### config.mk
export PLATFORM = sky130hd
export DESIGN_NAME = websocket_frame_parser_flat
export DESIGN_NICKNAME = d
export VERILOG_FILES = /design/src/design/wsfp_pkg.sv /design/src/design/wsfp_byte_if.sv /design/src/design/wsfp_event_if.sv /design/src/design/websocket_frame_parser.sv /design/src/design/wsfp_front.sv /design/src/design/wsfp_queue.sv /design/src/design/wsfp_back.sv /design/src/flat_wrapper.sv
export SDC_FILE = /design/constraint.sdc
export NUM_CORES = 1
export LEC_CHECK = 0
export BUFFER_PORTS_ARGS = -buffer_cell sky130_fd_sc_hd__buf_2
export CELL_PAD_IN_SITES_DETAIL_PLACEMENT = 1
export CELL_PAD_IN_SITES_GLOBAL_PLACEMENT = 1
export CORE_MARGIN = 2
export CORE_UTILIZATION = 45
export CTS_CLUSTER_SIZE = 24
export DETAILED_ROUTE_END_ITERATION = 12
export MAX_ROUTING_LAYER = met4
export PLACE_DENSITY = 0.75
export SYNTH_ARGS = -nofsm -noshare
export SYNTH_HDL_FRONTEND = slang
export SYNTH_SLANG_ARGS = --single-unit
### constraint.sdc
create_clock -name clk_i -period 5.1 [get_ports clk_i]
set_clock_uncertainty 0.15 [all_clocks]
set_input_delay 0.51 -clock clk_i [delete_from_list [all_inputs] [get_ports clk_i]]
set_output_delay 0.51 -clock clk_i [all_outputs]
set_load 0.005 [all_outputs]
### src/design/wsfp_pkg.sv
// Shared types and constants of the WebSocket frame parser.
package wsfp_pkg;

  // Result kinds on the output channel
  typedef enum logic [1:0] {
    EV_BYTE   = 2'd0,
    EV_EMPTY  = 2'd1,
    EV_REJECT = 2'd2
  } event_e;

  // Parser phases
  typedef enum logic [1:0] {
    PH_HEADER = 2'd0,
    PH_EXTLEN = 2'd1,
    PH_MASK   = 2'd2,
    PH_DATA   = 2'd3
  } phase_e;

  // Header field codes and limits
  localparam logic [6:0]  LEN_EXT16     = 7'd126;
  localparam logic [6:0]  LEN_EXT64     = 7'd127;
  localparam logic [1:0]  KEY_LAST_POS  = 2'd3;
  localparam logic [15:0] MAX_LEN_RESET = 16'd4096;

  // Command passed from the header parser to the output stage
  typedef struct packed {
    event_e      ev;
    logic [7:0]  raw_byte;
    logic [7:0]  key_byte;
    logic [15:0] index;
    logic [3:0]  opcode;
    logic        fin;
    logic [15:0] length;
    logic        last;
  } cmd_t;

endpackage

### src/design/wsfp_byte_if.sv
// Input channel carrying one raw stream byte per beat.
interface wsfp_byte_if;
  logic       valid;
  logic       ready;
  logic [7:0] data_byte;

  modport source (output valid, output data_byte, input ready);
  modport sink   (input valid, input data_byte, output ready);
endinterface

### src/design/wsfp_event_if.sv
// Output channel carrying one parser result per beat.
interface wsfp_event_if;
  import wsfp_pkg::*;

  logic        valid;
  logic        ready;
  event_e      event_res;
  logic [7:0]  payload_byte;
  logic [15:0] payload_index;
  logic [3:0]  frame_opcode;
  logic        frame_fin;
  logic [15:0] frame_length;
  logic        last_of_frame;

  modport source (output valid, output event_res, output payload_byte, output payload_index,
                  output frame_opcode, output frame_fin, output frame_length,
                  output last_of_frame, input ready);
  modport sink   (input valid, input event_res, input payload_byte, input payload_index,
                  input frame_opcode, input frame_fin, input frame_length,
                  input last_of_frame, output ready);
endinterface

### src/design/websocket_frame_parser.sv
// Top level of the WebSocket frame parser.
// Usage:
//   in_i carries one raw stream byte per beat (valid/ready). Header, length
//   and mask-key bytes are consumed silently; each payload byte yields one
//   beat on out_o with the unmasked byte, its index and a last flag. An
//   empty frame yields one completion beat, a 64-bit length or an extended
//   length above the limit yields one reject beat; the parser then expects
//   the next frame header.
//   cfg_we_i/cfg_data_i write the extended-length limit (reset 4096); write
//   it only while no frame is in flight.
// Timing:
//   One byte per cycle while the command queue has room. A result reaches out_o
//   via the command queue: the accepting edge writes it into the queue, and it
//   moves on into the output register once that register is empty or its beat
//   leaves. The parser state advances once per accepted byte.
// Stall and reset:
//   When out_o stalls, the output register holds its beat, the queue fills
//   (QUEUE_DEPTH entries) and in_i.ready drops only once the queue is full.
//   Reset empties queue and output register and returns to header parsing.
module websocket_frame_parser #(
  parameter int unsigned QUEUE_DEPTH = 2
) (
  input  logic         clk_i,
  input  logic         rst_ni,
  wsfp_byte_if.sink    in_i,
  wsfp_event_if.source out_o,
  input  logic         cfg_we_i,
  input  logic [15:0]  cfg_data_i
);
  import wsfp_pkg::*;

  cmd_t front_cmd, back_cmd;
  logic front_push, q_full, q_valid, back_pop;

  wsfp_front u_front (
    .clk_i      (clk_i),
    .rst_ni     (rst_ni),
    .in_i       (in_i),
    .cfg_we_i   (cfg_we_i),
    .cfg_data_i (cfg_data_i),
    .full_i     (q_full),
    .push_o     (front_push),
    .cmd_o      (front_cmd)
  );

  wsfp_queue #(
    .DEPTH (QUEUE_DEPTH)
  ) u_queue (
    .clk_i   (clk_i),
    .rst_ni  (rst_ni),
    .push_i  (front_push),
    .cmd_i   (front_cmd),
    .full_o  (q_full),
    .pop_i   (back_pop),
    .valid_o (q_valid),
    .cmd_o   (back_cmd)
  );

  wsfp_back u_back (
    .clk_i   (clk_i),
    .rst_ni  (rst_ni),
    .valid_i (q_valid),
    .cmd_i   (back_cmd),
    .pop_o   (back_pop),
    .out_o   (out_o)
  );

endmodule

### src/design/wsfp_front.sv
// Header parser: tracks frame state per byte and issues result commands.
module wsfp_front (
  input  logic            clk_i,
  input  logic            rst_ni,
  wsfp_byte_if.sink       in_i,
  input  logic            cfg_we_i,
  input  logic [15:0]     cfg_data_i,
  input  logic            full_i,
  output logic            push_o,
  output wsfp_pkg::cmd_t  cmd_o
);
  import wsfp_pkg::*;

  phase_e      phase_q, phase_d;
  logic [1:0]  pos_q, pos_d;
  logic        fin_q, fin_d;
  logic [3:0]  opc_q, opc_d;
  logic        masked_q, masked_d;
  logic [15:0] len_q, len_d;
  logic [15:0] count_q, count_d;
  logic [15:0] max_q;
  logic [7:0]  key_q [4];

  logic        take;
  logic        done;
  logic [7:0]  b;
  logic [6:0]  plen;
  logic [15:0] ext_len;
  logic [15:0] count_inc;

  assign in_i.ready = !full_i;
  assign take       = in_i.valid && !full_i;
  assign b          = in_i.data_byte;
  assign plen       = b[6:0];
  assign ext_len    = {len_q[15:8], b};
  assign count_inc  = count_q + 16'd1;

  // Classify the byte and build the command for the output stage
  always_comb begin : classify
    push_o           = 1'b0;
    done             = 1'b0;
    cmd_o            = '0;
    cmd_o.ev         = EV_BYTE;
    cmd_o.opcode     = opc_q;
    cmd_o.fin        = fin_q;
    if (take) begin
      unique case (phase_q)
        PH_HEADER: begin
          if (pos_q != 2'd0) begin
            if (plen == LEN_EXT64) begin
              push_o   = 1'b1;
              done     = 1'b1;
              cmd_o.ev = EV_REJECT;
            end else if (plen == 7'd0 && !b[7]) begin
              push_o     = 1'b1;
              done       = 1'b1;
              cmd_o.ev   = EV_EMPTY;
              cmd_o.last = 1'b1;
            end
          end
        end
        PH_EXTLEN: begin
          if (pos_q != 2'd0) begin
            if (ext_len > max_q) begin
              push_o       = 1'b1;
              done         = 1'b1;
              cmd_o.ev     = EV_REJECT;
              cmd_o.length = ext_len;
            end else if (ext_len == 16'd0 && !masked_q) begin
              push_o     = 1'b1;
              done       = 1'b1;
              cmd_o.ev   = EV_EMPTY;
              cmd_o.last = 1'b1;
            end
          end
        end
        PH_MASK: begin
          if (pos_q == KEY_LAST_POS && len_q == 16'd0) begin
            push_o     = 1'b1;
            done       = 1'b1;
            cmd_o.ev   = EV_EMPTY;
            cmd_o.last = 1'b1;
          end
        end
        PH_DATA: begin
          push_o         = 1'b1;
          done           = count_inc >= len_q;
          cmd_o.raw_byte = b;
          cmd_o.key_byte = masked_q ? key_q[count_q[1:0]] : 8'h00;
          cmd_o.index    = count_q;
          cmd_o.length   = len_q;
          cmd_o.last     = count_inc >= len_q;
        end
        default: ;
      endcase
    end
  end

  // Advance the frame state; a finished or rejected frame clears it
  always_comb begin : next_state
    phase_d  = phase_q;
    pos_d    = pos_q;
    fin_d    = fin_q;
    opc_d    = opc_q;
    masked_d = masked_q;
    len_d    = len_q;
    count_d  = count_q;
    if (take) begin
      unique case (phase_q)
        PH_HEADER: begin
          if (pos_q == 2'd0) begin
            fin_d = b[7];
            opc_d = b[3:0];
            pos_d = 2'd1;
          end else begin
            masked_d = b[7];
            pos_d    = 2'd0;
            count_d  = '0;
            if (plen == LEN_EXT16) begin
              len_d   = '0;
              phase_d = PH_EXTLEN;
            end else begin
              len_d   = {9'd0, plen};
              phase_d = b[7] ? PH_MASK : PH_DATA;
            end
          end
        end
        PH_EXTLEN: begin
          if (pos_q == 2'd0) begin
            len_d = {b, 8'h00};
            pos_d = 2'd1;
          end else begin
            len_d   = ext_len;
            pos_d   = 2'd0;
            count_d = '0;
            phase_d = masked_q ? PH_MASK : PH_DATA;
          end
        end
        PH_MASK: begin
          pos_d = pos_q + 2'd1;
          if (pos_q == KEY_LAST_POS) begin
            phase_d = PH_DATA;
          end
        end
        PH_DATA: begin
          count_d = count_inc;
        end
        default: ;
      endcase
      if (done) begin
        phase_d  = PH_HEADER;
        pos_d    = '0;
        fin_d    = 1'b0;
        opc_d    = '0;
        masked_d = 1'b0;
        len_d    = '0;
        count_d  = '0;
      end
    end
  end

  // Frame state and limit register
  always_ff @(posedge clk_i or negedge rst_ni) begin
    if (!rst_ni) begin
      phase_q  <= PH_HEADER;
      pos_q    <= '0;
      fin_q    <= 1'b0;
      opc_q    <= '0;
      masked_q <= 1'b0;
      len_q    <= '0;
      count_q  <= '0;
      max_q    <= MAX_LEN_RESET;
    end else begin
      phase_q  <= phase_d;
      pos_q    <= pos_d;
      fin_q    <= fin_d;
      opc_q    <= opc_d;
      masked_q <= masked_d;
      len_q    <= len_d;
      count_q  <= count_d;
      if (cfg_we_i) begin
        max_q <= cfg_data_i;
      end
    end
  end

  // Capture the mask key bytes
  always_ff @(posedge clk_i) begin
    if (take && phase_q == PH_MASK) begin
      key_q[pos_q] <= b;
    end
  end

endmodule

### src/design/wsfp_queue.sv
// Short command queue between the header parser and the output stage.
module wsfp_queue #(
  parameter int unsigned DEPTH = 2
) (
  input  logic            clk_i,
  input  logic            rst_ni,
  input  logic            push_i,
  input  wsfp_pkg::cmd_t  cmd_i,
  output logic            full_o,
  input  logic            pop_i,
  output logic            valid_o,
  output wsfp_pkg::cmd_t  cmd_o
);
  import wsfp_pkg::*;

  localparam int unsigned PtrW = (DEPTH > 1) ? $clog2(DEPTH) : 1;
  localparam int unsigned CntW = $clog2(DEPTH + 1);
  localparam logic [PtrW-1:0] LastPtr = PtrW'(DEPTH - 1);
  localparam logic [CntW-1:0] FullCnt = CntW'(DEPTH);

  cmd_t            mem_q [DEPTH];
  logic [PtrW-1:0] wr_ptr_q, rd_ptr_q;
  logic [CntW-1:0] cnt_q;
  logic            do_push, do_pop;

  assign full_o  = cnt_q == FullCnt;
  assign valid_o = cnt_q != '0;
  assign cmd_o   = mem_q[rd_ptr_q];
  assign do_push = push_i && !full_o;
  assign do_pop  = pop_i && valid_o;

  // Advance pointers and fill level
  always_ff @(posedge clk_i or negedge rst_ni) begin
    if (!rst_ni) begin
      wr_ptr_q <= '0;
      rd_ptr_q <= '0;
      cnt_q    <= '0;
    end else begin
      if (do_push) begin
        wr_ptr_q <= (wr_ptr_q == LastPtr) ? '0 : wr_ptr_q + PtrW'(1);
      end
      if (do_pop) begin
        rd_ptr_q <= (rd_ptr_q == LastPtr) ? '0 : rd_ptr_q + PtrW'(1);
      end
      if (do_push && !do_pop) begin
        cnt_q <= cnt_q + CntW'(1);
      end else if (do_pop && !do_push) begin
        cnt_q <= cnt_q - CntW'(1);
      end
    end
  end

  // Store entries
  always_ff @(posedge clk_i) begin
    if (do_push) begin
      mem_q[wr_ptr_q] <= cmd_i;
    end
  end

endmodule

### src/design/wsfp_back.sv
// Output stage: unmasks payload bytes and holds the result register.
module wsfp_back (
  input  logic            clk_i,
  input  logic            rst_ni,
  input  logic            valid_i,
  input  wsfp_pkg::cmd_t  cmd_i,
  output logic            pop_o,
  wsfp_event_if.source    out_o
);
  import wsfp_pkg::*;

  logic        valid_q;
  event_e      ev_q;
  logic [7:0]  byte_q;
  logic [15:0] index_q;
  logic [3:0]  opc_q;
  logic        fin_q;
  logic [15:0] len_q;
  logic        last_q;

  // Load when the register is empty or its beat leaves this cycle
  assign pop_o = valid_i && (!valid_q || out_o.ready);

  always_ff @(posedge clk_i or negedge rst_ni) begin
    if (!rst_ni) begin
      valid_q <= 1'b0;
    end else if (!valid_q || out_o.ready) begin
      valid_q <= valid_i;
    end
  end

  // Unmask and capture the result
  always_ff @(posedge clk_i) begin
    if (pop_o) begin
      ev_q    <= cmd_i.ev;
      byte_q  <= cmd_i.raw_byte ^ cmd_i.key_byte;
      index_q <= cmd_i.index;
      opc_q   <= cmd_i.opcode;
      fin_q   <= cmd_i.fin;
      len_q   <= cmd_i.length;
      last_q  <= cmd_i.last;
    end
  end

  assign out_o.valid         = valid_q;
  assign out_o.event_res     = ev_q;
  assign out_o.payload_byte  = byte_q;
  assign out_o.payload_index = index_q;
  assign out_o.frame_opcode  = opc_q;
  assign out_o.frame_fin     = fin_q;
  assign out_o.frame_length  = len_q;
  assign out_o.last_of_frame = last_q;

endmodule

### src/flat_wrapper.sv
// flat-port wrapper written by rule: the top's interface ports become plain ports
module websocket_frame_parser_flat import wsfp_pkg::*;
#(
  parameter int unsigned QUEUE_DEPTH = 2
)
  (clk_i, rst_ni, cfg_we_i, cfg_data_i, in_i_valid, in_i_data_byte, in_i_ready, out_o_valid, out_o_event_res, out_o_payload_byte, out_o_payload_index, out_o_frame_opcode, out_o_frame_fin, out_o_frame_length, out_o_last_of_frame, out_o_ready);
  wsfp_byte_if in_i_i ();
  wsfp_event_if out_o_i ();
  input  logic clk_i;
  input  logic rst_ni;
  input  logic cfg_we_i;
  input  logic [15:0] cfg_data_i;
  input wire logic [$bits(in_i_i.valid)-1:0] in_i_valid;
  input wire logic [$bits(in_i_i.data_byte)-1:0] in_i_data_byte;
  output wire logic [$bits(in_i_i.ready)-1:0] in_i_ready;
  output wire logic [$bits(out_o_i.valid)-1:0] out_o_valid;
  output wire logic [$bits(out_o_i.event_res)-1:0] out_o_event_res;
  output wire logic [$bits(out_o_i.payload_byte)-1:0] out_o_payload_byte;
  output wire logic [$bits(out_o_i.payload_index)-1:0] out_o_payload_index;
  output wire logic [$bits(out_o_i.frame_opcode)-1:0] out_o_frame_opcode;
  output wire logic [$bits(out_o_i.frame_fin)-1:0] out_o_frame_fin;
  output wire logic [$bits(out_o_i.frame_length)-1:0] out_o_frame_length;
  output wire logic [$bits(out_o_i.last_of_frame)-1:0] out_o_last_of_frame;
  input wire logic [$bits(out_o_i.ready)-1:0] out_o_ready;
  assign in_i_i.valid = in_i_valid;
  assign in_i_i.data_byte = in_i_data_byte;
  assign in_i_ready = in_i_i.ready;
  assign out_o_valid = out_o_i.valid;
  assign out_o_event_res = out_o_i.event_res;
  assign out_o_payload_byte = out_o_i.payload_byte;
  assign out_o_payload_index = out_o_i.payload_index;
  assign out_o_frame_opcode = out_o_i.frame_opcode;
  assign out_o_frame_fin = out_o_i.frame_fin;
  assign out_o_frame_length = out_o_i.frame_length;
  assign out_o_last_of_frame = out_o_i.last_of_frame;
  assign out_o_i.ready = out_o_ready;
  websocket_frame_parser #(.QUEUE_DEPTH(QUEUE_DEPTH)) u_core (.clk_i(clk_i), .rst_ni(rst_ni), .in_i(in_i_i), .out_o(out_o_i), .cfg_we_i(cfg_we_i), .cfg_data_i(cfg_data_i));
endmodule
# ---- Word level (Yosys, flattened, before mapping)
# Memories as Yosys holds them, arrays and structs flattened.
# Cells that the tools add are included.
dict set report word_totals {
  register_bits 111
  mem_bits_rw 144
  in_bits 29
  output_inout_bits 50
  wordCells 149
  memories 2
}
dict set report op_classes {
  n_addsub 6
  order_cmp 2
  n_eq_ne 13
  mux 66
  n_bitwise 1
  reduce_logical 39
}
# name words width read_ports rd_clocked_by_memory_dff wr line_no
set mem_list {}
lappend mem_list {u_core.u_queue.mem_q 2 56 1 0 1 wsfp_queue.sv:21} ;# cmd_t mem_q [DEPTH];
lappend mem_list {u_core.u_front.key_q 4 8 1 0 1 wsfp_front.sv:22} ;# logic [7:0] key_q [4];
# operator count
set ops {}
lappend ops {{two-way mux 16 bit} 6}
lappend ops {{one-hot mux 16 bit (2 select lines)} 3}
lappend ops {{two-way mux 17 bit} 2}
lappend ops {{two-way mux 34 bit} 1}
lappend ops {{logical NOT 16 bit} 2}
lappend ops {{two-way mux 32 bit} 1}
lappend ops {{two-way mux 1 bit} 30}
lappend ops {{two-way mux 2 bit} 12}
lappend ops {{adder 16 x 1 -> 16 bit (second input constant)} 1}
lappend ops {{>= comparator 16 bit} 1}
lappend ops {{> comparator 16 bit} 1}
lappend ops {{inequality test 3 bit (second input constant)} 5}
lappend ops {{equality test 7 bit (second input constant)} 2}
lappend ops {{two-way mux 4 bit} 3}
lappend ops {{one-hot mux 1 bit (4 select lines)} 3}
lappend ops {{one-hot mux 2 bit (3 select lines)} 2}
lappend ops {{AND reduction 3 bit} 4}
lappend ops {{logical AND 1 bit} 10}
lappend ops {{nonzero test 2 bit} 5}
lappend ops {{nonzero test 3 bit} 3}
lappend ops {{equality test 2 bit (second input constant)} 4}
lappend ops {{two-way mux 8 bit} 1}
lappend ops {{XOR 8 bit} 1}
lappend ops {{logical NOT 7 bit} 1}
lappend ops {{other kinds (15)} 23}

# ---- Logic depth before layout (Yosys ltp)
dict set report depth {
  ltp_word 12
  ltp_mapped 17
  mapped_depth_nobuf 15
}

# ---- Hierarchy
# A second synthesis with hierarchy kept.
dict set report hier_totals {
  hier_cells 800
  area_unflattened_um2 11454.7
}
# mod n_inst cells_per_inst area_per_inst_um2 seq_area_each_um2
set modules_own_cells {}
lappend modules_own_cells {wsfp_front 1 547 5540.3 2413.6}
lappend modules_own_cells {wsfp_queue 1 193 4359.2 3463.3}
lappend modules_own_cells {wsfp_back 1 60 1555.2 1466.4}

# ---- Worst setup path after synthesis
# No wires, ideal clock.
dict set report synth_path {
  path_type {register to register}
  from {register u_core.u_front.max_q[12]}
  to {memory u_core.u_queue.mem_q[0][0] in the netlist's numbering, enable pin}
  setup_ns 0.470
  t_arrival_ns 4.258
  required_time_ns 4.480
  path_slack_ns 0.222
  stages_incl_launch_ff 11
  n_path_buf 1
  period_less_slack_ns 4.878
  path_cell_list {dfstp_2 -> inv_1 -> ha_1 -> nand4_1 -> or3_1 -> nor2_1 -> a2111o_1 -> and3_1 -> buf_6 -> o31ai_1 -> nor2_1}
}
dict set report synth_between {
  elab_chain_cells 8
}
# item line_no
set synth_rtl {}
lappend synth_rtl {{start, declared} wsfp_front.sv:21} ;# logic [15:0] max_q;
lappend synth_rtl {{start signal, assigned} wsfp_front.sv:182} ;# max_q <= cfg_data_i;
lappend synth_rtl {{> comparator 16 bit} wsfp_front.sv:64} ;# if (ext_len > max_q) begin
lappend synth_rtl {{two-way mux 1 bit} wsfp_front.sv:64}
lappend synth_rtl {{two-way mux 1 bit} wsfp_front.sv:63} ;# if (pos_q != 2'd0) begin
lappend synth_rtl {{one-hot mux 1 bit (4 select lines)} wsfp_front.sv:47} ;# unique case (phase_q)
lappend synth_rtl {{two-way mux 1 bit} wsfp_front.sv:46} ;# if (take) begin
lappend synth_rtl {{logical AND 1 bit} wsfp_queue.sv:29} ;# assign do_push = push_i && !full_o;
lappend synth_rtl {{two-way mux 1 bit} wsfp_queue.sv:55} ;# if (do_push) begin
lappend synth_rtl {{two-way mux 1 bit (implied by the code)} wsfp_queue.sv:56} ;# mem_q[wr_ptr_q] <= cmd_i;
lappend synth_rtl {{end, declared} wsfp_queue.sv:21}
# Every way passes these cells.

# ---- Worst setup path in the final report
dict set report layout_path {
  from {register u_core.u_front.count_q[0]}
  to {register u_core.u_front.len_q[3]}
}
dict set report layout_between {
  elab_chain_cells 6
  word_cells_on_any_way 8
  cone_classes {1 x add/sub; 1 x order compare; 1 x eq/ne; 3 x mux; 2 x reduce/logical}
}
# item line_no
set layout_rtl {}
lappend layout_rtl {{start, declared} wsfp_front.sv:20} ;# logic [15:0] count_q, count_d;
lappend layout_rtl {{start signal, assigned} wsfp_front.sv:180} ;# count_q <= count_d;
lappend layout_rtl {{adder 16 x 1 -> 16 bit *} wsfp_front.sv:36} ;# assign count_inc = count_q + 16'd1;
lappend layout_rtl {{>= comparator 16 bit *} wsfp_front.sv:87} ;# done = count_inc >= len_q;
lappend layout_rtl {{one-hot mux 1 bit (4 select lines) *} wsfp_front.sv:47}
lappend layout_rtl {{two-way mux 1 bit *} wsfp_front.sv:46}
lappend layout_rtl {{inequality test 3 bit (no line) or nonzero test 3 bit (tied branches)} -}
lappend layout_rtl {{AND reduction 3 bit (no line)} -}
lappend layout_rtl {{end signal, assigned} wsfp_front.sv:179} ;# len_q <= len_d;
lappend layout_rtl {{end, declared} wsfp_front.sv:19} ;# logic [15:0] len_q, len_d;
# Every way passes the cells marked *; elsewhere a longest branch is shown, timed or not.
# A chain may end at the register's enable or synchronous reset.

==> key figures <==
Run status
  – Run status: finished, final reports clean

Synthesis
  – Synth async-reset ratio: 0.247
  – Average size of a mapped cell: 13.7 µm²
  – Post-synth top area share: 0.522
  – Ys Warns: 0
  – Number of synthesized flops with an enable pin: between 150 and 200
  – Synth area leaders: edfxtp_1, dfrtp_1, ha_1
  – Synth Flop Type: edfxtp_1
  – Mapped Cells: 809
  – Sequential-to-total area share from yosys stat: 0.664
  – Synth unique cells: 54
  – Post-Syn Area: ~0.011 mm²
  – Post-synth net total: 880
  – Area leader, netlist: edfxtp_1
  – #FFs+latches synth: 255

Placed design
  – GP Congestion: approximately 0.9
  – Detailed placement HPWL: approximately 16000 µm
  – DP Cell Count: approximately 1200
  – Placed Area: about 0.012 mm²
  – IO buf count: between 70 and 80

Route
  – Routed wire per std cell: 19.6 µm
  – DR pass1 iterations: 5
  – Drt initial violations: 474
  – Via density: between 5 and 6
  – WL final: roughly 24000 µm
  – DRC: 0
  – Routed Antenna Nets: 0
  – Routed vias: slightly below 7000

Pwr
  – Pwr per Cell Area: 521 mW/mm²
  – Maximum vdd drop: approximately 0.00024 V
  – LEAKAGE: around 5.0 nW

Floorplanning
  – Core Region: 0.0242 mm²
  – Initial core utilization: 0.456
  – I/O pin total: just under 80
  – Die Y: between 150 and 200 µm
  – Row count: 57
  – Die X-Extent: between 150 and 200 µm
  – Die ar.: about 0.026 mm²

Setup path
  – CP endpoint: u_core.u_front.len_q[3]$_DFFE_PN0P_
  – Crit Path Max Fanout: 6
  – Slowest CP cell: or4b_2
  – WP data required: about 5.4 ns
  – Setup crit start kind: flop
  – Critical path depth in cells: 15
  – Kind of critical path: flop to flop
  – Reg2reg start: u_core.u_front.count_q[0]$_DFFE_PN0P_
  – Endpoint class of the critical path: flop
  – Critical Path Max Stage Delay: ~0.70 ns
  – Worst r2r path cells: 15
  – Cell Chain, Critical Path: ha_1, nand3_1, nor3_1, and3_1, and3_1, nand3_1, xnor2_1, ha_1, nand2_1, o21ai_0, or4b_2, a31o_2, o21a_1, nor4b_4, a22o_1
  – Buffers & Inverters on Critical Path: 0
  – WP data arrival: ~4.9 ns
  – CP startpoint: u_core.u_front.count_q[0]$_DFFE_PN0P_
  – Flop2flop setup slack: ~0.48 ns
  – Reg2Reg Capture Point: u_core.u_front.len_q[3]$_DFFE_PN0P_
  – Top delay family on crit path: simple AND/OR/NAND/NOR gates

Global route
  – Global-route wire length before repair: a little under 40000 µm
  – Tot GR Track Use: 0.200
  – Initial antenna violation count: 0
  – Largest net degree at the start of global routing: 57
  – Total congestion overflow: 0
  – Vias in the first global route: 7270

Timing
  – Final setup viols: 0
  – Setup TNS: 0 ns
  – RSZ-0062 raised after global routing: false
  – Slew headroom: 0.215
  – Slew @ Worst Pin: 1.18 ns
  – Slew Viols, Final: 0
  – Period utilization: 0.905
  – Fin crit period: approximately 4.6 ns
  – Top achievable clock speed: around 220 MHz
  – Hold Fails Final Rpt: 0

Layout
  – Final Cell Area: approximately 0.013 mm²
  – Most frequent cells in the layout: edfxtp_1, buf_2, nand2_1, dfrtp_1, o21ai_0
  – Layout area overhead: 14.6%
  – Commonest non-fill, non-tap cell in the layout: edfxtp_1
  – Non-filler cells, final: between 1000 and 1500
  – Core Util, Final: 0.522
  – Antenna cell count: 0
  – Ratio of cells with drive above 1 in the final layout: 0.204
  – Nets: between 900 and 1000

CTS
  – Clk_lat worst skew: about 0.54 ns
  – Clk pin slew, worst setup/hold paths: ~0.060 ns
  – CTS tree: yes
  – TritonCTS Buffers: 27
  – Root Driver: clkbuf_16
  – Post-CTS Hold Buffers: 1
  – # H-tree levels: 1
  – Setup Fix Bufs, Post-CTS: 0
  – Cts repair resizes: 0
  – CTS max path bufs: 3
  – Clk sinks: around 260

Worst hold path
  – Hold Crit Class: primary input to flop

Job
  – Max-cap viol count: 0
-- report_power, final --
part / total, W / switching (W) / internal (W) / leakage, nW
sequential: 0.00303 / 0.000228 / 0.00280 / 2.63
clock: 0.00183 / 0.000765 / 0.00107 / 0.406
combinational: 0.00174 / 0.00106 / 0.000686 / 1.97
total: 0.00660 / 0.00205 / 0.00456 / 5.01
-- worst reg2reg max path, cell delays in order (launching register included) --
cell and delay, ns:
dfrtp_1 0.40, ha_1 0.27, nand3_1 0.22, nor3_1 0.30
and3_1 0.30, and3_1 0.21, nand3_1 0.12, xnor2_1 0.27
ha_1 0.30, nand2_1 0.06, o21ai_0 0.09, or4b_2 0.70
a31o_2 0.32, o21a_1 0.22, nor4b_4 0.42, a22o_1 0.19
-- state kept, by name, summed over array words and instances (netlist names), 8 cells and up --
name                               flops
u_core.u_front.max_q                  16
u_core.u_back.out_o.payload_index     16
u_core.u_front.key_q                  32
u_core.u_front.count_q                16
u_core.u_queue.mem_q                 112
u_core.u_back.out_o.frame_length      16
u_core.u_back.out_o.payload_byte       8
u_core.u_front.len_q                  16
-- through the flow --
step                      setup WS [ns]  hold slack (ns)  total power [W]
final                             0.482           0.0312          0.00660
after global routing              0.187           0.0519          0.00697
after CTS                         0.501           0.0184          0.00666
after detailed placement          0.557            0.337          0.00482
after global placement            0.710            0.320          0.00473
after floorplan                   0.222           0.0644          0.00422
-- routing by layer --
metal / vias up / wire length, µm / global-route usage
li1: 3143 / - / -
met1: 3376 / 10800 / 0.265
met2: 181 / 11900 / 0.331
met3: 42 / 1200 / 0.0243
met4: 0 / 450 / 0.0524
met5: - / 0 / -
-- kinds of logic after synthesis --
family / count (synthesis) / synth area share
flops: 255 / 0.664
xor+xnor: 35 / 0.0277
simple gates: 214 / 0.0968
compound gates: 136 / 0.0774
fa+ha+maj: 42 / 0.0475
buf+inv: 78 / 0.0280
mux: 49 / 0.0581
-- synthesized netlist by cell type (all sizes together) (3+ instances only) --
library cell	n
nor2b	3
nor4	6
o31ai	3
xor2	20
nand4	5
or3	3
edfxtp	192
o21a	3
nand2	75
inv	43
nand2b	3
nand3	8
xnor2	15
mux4	8
and2	27
buf	5
nor3	15
a21o	3
a21oi	38
a32o	9
clkbuf	30
nand3b	7
nor2	36
o21ai	50
mux2	41
dfrtp	62
a22o	11
ha	42
and3	20
-- how the worst min path moves through the flow --
stage | from | endpoint | slack [ns] | cells after the start
3_5_place_dp | rst_ni | u_core.u_front.count_q[7]$_DFFE_PN0P_ | 0.34 | 1
4_1_cts | cfg_data_i[2] | u_core.u_front.max_q[2]$_DFFE_PN0P_ | 0.02 | 3
2_1_floorplan | rst_ni | u_core.u_back.out_o.valid$_DFFE_PN0N_ | 0.06 | 0
6_report | cfg_data_i[2] | u_core.u_front.max_q[2]$_DFFE_PN0P_ | 0.03 | 3
3_3_place_gp | u_core.u_front.opc_q[0]$_DFFE_PN0P_ | u_core.u_queue.mem_q[0][18]$_DFFE_PP_ | 0.32 | 0
5_1_grt | cfg_data_i[4] | u_core.u_front.max_q[4]$_DFFE_PN0P_ | 0.05 | 3
-- cell type report --
type	count	area, µm²
fill	2464	11600
sequential	255	7340
multi-input combinational	476	3420
clock buffer	34	702
timing repair buffer	94	513
tap	324	405
inverter	43	161
clock inverter	16	124
Power figures use the tool's default switching activity.
